$ cat src/rtl/nvd_pkg.sv
// Shared types, constants and elaboration-time helpers for the diffusion pixel update.
// Used by every module in rtl/. Depends on nothing else.
package nvd_pkg;

    // Field widths
    localparam int PIX_W    = 8;
    localparam int GRAD_W   = PIX_W + 1;     // neighbour minus centre
    localparam int CROSS_W  = PIX_W + 3;     // sum of two minus sum of two
    localparam int SUM_W    = 21;            // 16*g^2 + x^2
    localparam int LOG_N_W  = 6;             // integer part of log2
    localparam int FRAC_W   = 16;            // fraction bits of log2 and exponent
    localparam int MANT_W   = 31;            // Q30 mantissa in [1,2)
    localparam int DIFF_W   = 64;            // diffusivity word
    localparam int WGT_W    = 17;            // Q1.16 pair weight
    localparam int OUT_T_W  = 15;            // blended sum divided by 2^17

    // Arithmetic constants
    localparam int EPS_Q16    = 164;         // 0.0025 in Q16
    localparam int EPS_MSB    = 7;           // top bit of EPS_Q16
    localparam int GRAD_SHIFT = 12;          // sixteenths to Q16
    localparam int POW_Q16    = 62259;       // 0.95 in Q16
    localparam int EXP_CAP    = 32;          // largest shift of the mantissa
    localparam int WSUM_Q16   = 131072;      // a pair of weights sums to 2.0
    localparam int HALF_WGT   = 65536;       // weight 1.0 when both diffusivities vanish
    localparam int MIX_C      = 27;          // centre share, scaled
    localparam int MIX_F      = 3;           // noisy share, scaled
    localparam int MIX_W      = 5;           // neighbour share, scaled
    localparam int RECIP_25   = 5243;        // 2^17/25, rounded up
    localparam int OUT_MAX    = 255;

    // Pipeline depths
    localparam int DIFF_LAT  = 37;
    localparam int DIV_LAT   = 18;
    localparam int BLEND_LAT = 3;
    localparam int DLY_DEPTH = DIFF_LAT + DIV_LAT;
    localparam int PIPE_LAST = DLY_DEPTH + BLEND_LAT;

    // One input word as captured at the front of the pipeline
    typedef struct packed {
        logic [PIX_W-1:0] center;
        logic [PIX_W-1:0] north;
        logic [PIX_W-1:0] south;
        logic [PIX_W-1:0] west;
        logic [PIX_W-1:0] east;
        logic [PIX_W-1:0] north_west;
        logic [PIX_W-1:0] north_east;
        logic [PIX_W-1:0] south_west;
        logic [PIX_W-1:0] south_east;
        logic [PIX_W-1:0] noisy_center;
    } t_hood;

    // Pixels still needed by the final blend
    typedef struct packed {
        logic [PIX_W-1:0] center;
        logic [PIX_W-1:0] north;
        logic [PIX_W-1:0] south;
        logic [PIX_W-1:0] west;
        logic [PIX_W-1:0] east;
        logic [PIX_W-1:0] noisy_center;
    } t_pix;

    // Integer floor square root, evaluated at elaboration only.
    function automatic logic [63:0] f_isqrt(input logic [63:0] v);
        logic [63:0] res;
        logic [63:0] sq_bit;
        logic [63:0] rem;
        res    = '0;
        sq_bit = 64'd1 << 62;
        rem    = v;
        for (int i = 0; i < 32; i++) begin
            if (rem >= res + sq_bit) begin
                rem = rem - (res + sq_bit);
                res = (res >> 1) + sq_bit;
            end else begin
                res = res >> 1;
            end
            sq_bit = sq_bit >> 2;
        end
        return res;
    endfunction

    // 2^(2^-(idx+1)) in Q30, each root taken from the one before.
    function automatic logic [63:0] f_root(input int idx);
        logic [63:0] r;
        r = f_isqrt(64'd2 << 60);
        for (int j = 1; j < FRAC_W; j++) begin
            if (j <= idx) begin
                r = f_isqrt(r << 30);
            end
        end
        return r;
    endfunction

endpackage

$ cat src/rtl/nvd_blend.sv
// Final blend: weighted neighbours, centre and noisy pixel, scaled by 1/3276800.
// Three register stages with a common advance enable. Depends on nvd_pkg.
module nvd_blend (
    input  logic                          i_clk,
    input  logic                          i_en,
    input  logic [nvd_pkg::WGT_W-1:0]     i_w_south,
    input  logic [nvd_pkg::WGT_W-1:0]     i_w_east,
    input  nvd_pkg::t_pix                 i_pix,
    output logic [nvd_pkg::PIX_W-1:0]     o_value
);
    import nvd_pkg::*;

    localparam int PROD_W = WGT_W + 1 + PIX_W;
    localparam int BASE_W = 13;
    localparam int ACC_W  = 32;
    localparam int Q_W    = OUT_T_W + 13;

    logic [WGT_W:0]    w_a_n;
    logic [WGT_W:0]    w_a_w;
    logic [PROD_W-1:0] r_p_s;
    logic [PROD_W-1:0] r_p_n;
    logic [PROD_W-1:0] r_p_e;
    logic [PROD_W-1:0] r_p_w;
    logic [BASE_W-1:0] r_base;
    logic [ACC_W-1:0]  w_r;
    logic [OUT_T_W-1:0] r_t;
    logic [Q_W-1:0]    w_q;
    logic [Q_W-18:0]   w_quo;
    logic [PIX_W-1:0]  r_value;

    // Partner weights make each pair sum to 2.0.
    assign w_a_n = (WGT_W+1)'(WSUM_Q16) - (WGT_W+1)'(i_w_south);
    assign w_a_w = (WGT_W+1)'(WSUM_Q16) - (WGT_W+1)'(i_w_east);

    always_ff @(posedge i_clk) begin
        if (i_en) begin
            r_p_s  <= PROD_W'(i_w_south) * PROD_W'(i_pix.south);
            r_p_n  <= PROD_W'(w_a_n) * PROD_W'(i_pix.north);
            r_p_e  <= PROD_W'(i_w_east) * PROD_W'(i_pix.east);
            r_p_w  <= PROD_W'(w_a_w) * PROD_W'(i_pix.west);
            r_base <= BASE_W'(MIX_C) * BASE_W'(i_pix.center)
                    + BASE_W'(MIX_F) * BASE_W'(i_pix.noisy_center);
        end
    end

    // Full numerator, then drop the power-of-two part of the divisor.
    assign w_r = (ACC_W'(r_base) << 16)
               + ACC_W'(MIX_W) * (ACC_W'(r_p_s) + ACC_W'(r_p_n)
                                + ACC_W'(r_p_e) + ACC_W'(r_p_w));

    always_ff @(posedge i_clk) begin
        if (i_en) begin
            r_t <= w_r[ACC_W-1:17];
        end
    end

    // Divide by 25 through the reciprocal; exact over the whole range of r_t.
    assign w_q   = Q_W'(r_t) * Q_W'(RECIP_25);
    assign w_quo = w_q[Q_W-1:17];

    always_ff @(posedge i_clk) begin
        if (i_en) begin
            r_value <= (w_quo > (Q_W-17)'(OUT_MAX)) ? PIX_W'(OUT_MAX) : w_quo[PIX_W-1:0];
        end
    end

    assign o_value = r_value;

endmodule

$ cat config.mk
export PLATFORM = sky130hd
export DESIGN_NAME = nvd_blend
export DESIGN_NICKNAME = d
export VERILOG_FILES = /design/src/rtl/nvd_pkg.sv /design/src/rtl/nvd_blend.sv
export SDC_FILE = /design/constraint.sdc
export NUM_CORES = 2
export LEC_CHECK = 0
export ABC_AREA = 0
export BUFFER_PORTS_ARGS = -buffer_cell sky130_fd_sc_hd__buf_2
export CAP_MARGIN = 30
export CORE_MARGIN = 2
export CORE_UTILIZATION = 51
export CTS_CLUSTER_DIAMETER = 80
export DETAILED_ROUTE_END_ITERATION = 10
export PLACE_DENSITY = 0.68
export SLEW_MARGIN = 40
export SYNTH_ARGS = -nofsm -noshare
export SYNTH_HDL_FRONTEND = slang
export SYNTH_SLANG_ARGS = --single-unit
$ cat constraint.sdc
create_clock -name i_clk -period 9.53 [get_ports i_clk]
set_clock_uncertainty 0.05 [all_clocks]
set_input_delay 1.4295 -clock i_clk [delete_from_list [all_inputs] [get_ports i_clk]]
set_output_delay 1.4295 -clock i_clk [all_outputs]
set_load 0.03 [all_outputs]
; ---- Yosys cells after proc, flatten, opt, wreduce, memory -nomap -nowiden
; Cells that the tools add are included.
[op_classes]
add_sub_neg = 7
n_mul = 8
magnitude_cmp = 1
[op_table]
columns = cell, n
row1 = multiplier 18 x 8 -> 26 bit, 2
row2 = multiplier 17 x 8 -> 25 bit, 2
row3 = "subtractor 18 x 17 -> 18 bit, first input constant", 2
row4 = adder 29 x 32 -> 32 bit, 1
row5 = "multiplier 3 x 29 -> 32 bit, first input constant", 1
row6 = adder 28 x 26 -> 29 bit, 1
row7 = adder 27 x 25 -> 28 bit, 1
row8 = "multiplier 15 x 13 -> 28 bit, second input constant", 1
row9 = adder 25 x 26 -> 27 bit, 1
row10 = adder 13 x 10 -> 13 bit, 1
row11 = "multiplier 5 x 8 -> 13 bit, first input constant", 1
row12 = "greater-than comparator 11 x 8 -> 1 bit, second input constant", 1
row13 = "multiplier 2 x 8 -> 10 bit, first input constant", 1
[totals]
register_bits = 138
inputBits = 84
output_inout_bits = 8
elab_cells = 23

; ---- Depth between registers and ports, before layout
[depth]
depth_word = 5
ltp_mapped = 29
ltp_nobuf = 29

; ---- Worst setup path after synthesis
; Ideal clock, no wire load.
[synth_timing]
kind = input -> register
startpoint = input i_w_south[8] (netlist bit)
endpoint = register r_p_n[24] (data pin)
setup_ps = 258
arrival_ps = 6956
path_slack_ps = 2266
stages = 21
path_buffers = 0
path_cell_list = or3_1 > or3_1 > or4_1 > or3_1 > nor2_1 > xnor2_1 > nand2_1 > fa_1 > inv_1 > fa_1 > fa_1 > fa_1 > ha_1 > a21oi_1 > nor2b_1 > nand2b_1 > a211o_1 > a31oi_1 > o21bai_1 > a21oi_1 > xnor2_1
[synth_via]
elab_chain_cells = 2
[synth_rtl]
columns = item, line
row1 = start: declaration, nvd_blend.sv:6  ; input logic [nvd_pkg::WGT_W-1:0] i_w_south,
row2 = subtractor 18 x 17 -> 18 bit, nvd_blend.sv:32  ; assign w_a_n = (WGT_W+1)'(WSUM_Q16) - (WGT_W+1)'(i_w_south);
row3 = multiplier 18 x 8 -> 26 bit, nvd_blend.sv:38  ; r_p_n <= PROD_W'(w_a_n) * PROD_W'(i_pix.north);
row4 = end signal: assignment, nvd_blend.sv:38
row5 = end: declaration, nvd_blend.sv:21  ; logic [PROD_W-1:0] r_p_n;
; Every way passes these cells.
; A chain may end at the register's enable or synchronous reset.

; ---- Worst setup path in the final report
[layout_timing]
startpoint = input i_w_east[0] (netlist bit)
endpoint = register r_p_w[23] (data pin)
[layout_via]
elab_chain_cells = 2
[layout_rtl]
columns = item, line
row1 = start: declaration, nvd_blend.sv:7  ; input logic [nvd_pkg::WGT_W-1:0] i_w_east,
row2 = subtractor 18 x 17 -> 18 bit, nvd_blend.sv:33  ; assign w_a_w = (WGT_W+1)'(WSUM_Q16) - (WGT_W+1)'(i_w_east);
row3 = multiplier 18 x 8 -> 26 bit, nvd_blend.sv:40  ; r_p_w <= PROD_W'(w_a_w) * PROD_W'(i_pix.west);
row4 = end signal: assignment, nvd_blend.sv:40
row5 = end: declaration, nvd_blend.sv:23  ; logic [PROD_W-1:0] r_p_w;
; Every way passes these cells.

==> flow_summary.json <==
{
  "ys_ff_latch": 137,
  "crit_type": "in -> reg",
  "rr_endpoint": "r_t[13]",
  "yosysMostFrequentCell": "inv_1",
  "h-tree-depth": 4,
  "synth-simple-area-share_pct": 14.6,
  "synthesis.nets": 4280,
  "fmax_mhz": 134,
  "synth_xor_area_share_pct": 4.40,
  "worstReg2RegStart": "r_p_s[0]",
  "clk_pin_slew_worst_paths_ns": 0.06,
  "numPortBuffers": 91,
  "grt_start_max_net_pins": 72,
  "cpPeakStageDelay_ns": 0.58,
  "wl_per_cell_um": 16.0,
  "holdCritPathClass": "reg -> reg",
  "crit_arrival_ns": 7.58,
  "synthAdderAreaFrac_pct": 50.8,
  "final-hold-violation-count": 0,
  "ys_async_sr_fraction_pct": 0,
  "gp_congestion": 0.846,
  "nNetsFinal": 4302,
  "worstSetupStartpoint": "i_w_east[0]",
  "worst_slew_pin_slew_ns": 0.812,
  "crit_buf_inv": 4,
  "yosysSeqAreaShare_pct": 13.4,
  "cts_setup_buffers": 0,
  "grt.total_usage_pct": 22.1,
  "crit_required_ns": 9.67,
  "vias": 21378,
  "period_needed_ns": 7.44,
  "crit_chain": "buf_2, inv_2, ha_1, nand2_1, or3_1, or4_1, xor2_1, and2_1, fa_1, fa_1, inv_1, fa_1, fa_1, inv_1, ha_1, a21o_1, a21o_1, nor3_1, nand4_1, a31oi_1, o21ai_1, a21oi_1, xnor2_1",
  "tritoncts": "built",
  "grt-ovfl-total": 0,
  "synthTopCellsByCount": "inv_1 (734), fa_1 (523), ha_1 (409)",
  "cts.sinks": 137,
  "synthFlopType": "edfxtp_1",
  "vias_per_cell": 5.25,
  "start_util_pct": 51.8,
  "worstHoldStart": "r_base[12]",
  "end_kind": "register",
  "clkLatencyLatePin_ns": 0.44,
  "die_area_um2": 62100,
  "slew_headroom_pct": 45.7,
  "routed_wl_um": 65100,
  "antenna_found_initial": 1,
  "hold_end": "r_t[13]",
  "synth_largest_area_cell": "fa_1",
  "synth_top_area_share_pct": 34.2,
  "crit_fanout": 18,
  "place_inst": 4040,
  "status": "complete, no violations",
  "synth_mux_area_share_pct": 0,
  "yosysWarnings": 0,
  "grt_pass1_vias": 22572,
  "layoutNonFillerInstCount": 4072,
  "reg2reg_slack_ns": 2.44,
  "cp_common_cell": "fa_1",
  "synth-compound-area-share_pct": 6.62,
  "synth_top_family_by_area": "adder cells",
  "postRouteAntennaNets": 0,
  "ff2ff_path_depth": 29,
  "synth_cell_types": 58,
  "holdBufCountCts": 0,
  "dieHeight_um": 249,
  "area_growth_syn_to_layout_pct": 5.68,
  "cpMaxStageDelayCell": "or4_1",
  "whs_path_depth": 3,
  "cts_resized": 0,
  "period_share_pct": 78.1,
  "synth_edf_count": 137,
  "cp-start-kind": "primary input",
  "syn_area_um2": 30700,
  "clockBufferDepth": 2,
  "grt_pass1_wl_um": 111000,
  "holdWs_ns": 0.790,
  "diodes": 0,
  "dr.pass1.iters": 5,
  "numCtsBuffers": 17,
  "synthCells": 3264,
  "drc": 0,
  "drt_iter0_markers": 1097,
  "rows": 89,
  "drive_above_1_share_pct": 4.30,
  "setup_viol": 0,
  "maxCapViolCount": 0,
  "core_um2": 59200,
  "rsz0062_at_grt": "false",
  "fp.dieW_um": 249,
  "fin_tns_setup_ns": 0,
  "finalMaxSlewViolations": 0,
  "critPathTopFamily": "adder cells",
  "ios": 92,
  "cts-root-buf": "clkbuf_16",
  "syn_avg_cell_area_um2": 9.39,
  "netlist_top_cells_area": "fa_1 (34%), ha_1 (17%), edfxtp_1 (13%)",
  "post-dp-hpwl_um": 55100
}
==> flip-flops by register name, summed over array words and instances (netlist names) <==
signal   cells
r_p_n       26
r_p_w       26
r_p_e       25
r_p_s       25
r_t         14
r_base      13
o_value      8
==> metal layers <==
metal	vias up	routed length (um)	track usage (%)
met2	394	33400	39.4
met3	81	2400	2.55
met4	2	1670	6.32
li1	10223	-	-
met1	10678	27700	28.2
met5	-	8	0
==> worst max-delay path by stage <==
stage / to / slack, ns / depth (start not counted)
4_1_cts: r_p_n[24] / 2.12 / 22
3_5_place_dp: r_p_n[24] / 1.65 / 22
2_1_floorplan: r_p_n[24] / 2.27 / 21
3_3_place_gp: r_p_n[24] / 1.84 / 22
6_report: r_p_w[23] / 2.09 / 23
5_1_grt: r_p_n[24] / 1.76 / 22
==> cell families after synthesis <==
| family | count (synthesis) |
|---|---|
| compound gates | 314 |
| simple gates | 900 |
| xor+xnor | 154 |
| flops | 137 |
| fa+ha+maj | 932 |
| buf+inv | 827 |
==> per-stage QoR <==
stage / setup slack, ns / util (%) / cell area (um^2)
after floorplan: 2.27 / - / 30700
after global placement: 1.84 / 53.6 / 31800
after detailed placement: 1.65 / 53.6 / 31800
after CTS: 2.12 / 54.6 / 32400
after global routing: 1.76 / 54.7 / 32400
final: 2.09 / 54.7 / 32400
==> layout by cell type, fill, tap and decap left out, types with 40 or more instances in the layout <==
cell        n
and2_1    262
xor2_1     40
xnor2_1   110
ha_1      409
fa_1      523
buf_2      90
nand2_1   354
inv_1     734
a21o_1     47
nor2_1     88
edfxtp_1  137
a21oi_1   103
==> layout make-up <==
cell class / instances / area, um^2
Sequential cell: 137 / 4110
Clock buffer: 17 / 425
Timing Repair Buffer: 93 / 480
Fill cell: 5388 / 26800
Inverter: 737 / 2770
Multi-Input combinational cell: 2300 / 23500
Tap cell: 773 / 967
Clock inverter: 15 / 164
==> worst reg2reg max path, delay by kind of cell, from the launching register on <==
family	cells	cell delay [ns]
AOI/OAI and AO/OA	13	2.82
adders and majority gates	7	2.43
buffers and inverters	5	0.34
DFF	1	0.47
and+or+nand+nor	4	0.73
Power is not shown: default switching activity piles up to over one toggle a cycle in this logic, so the estimate is an artifact.
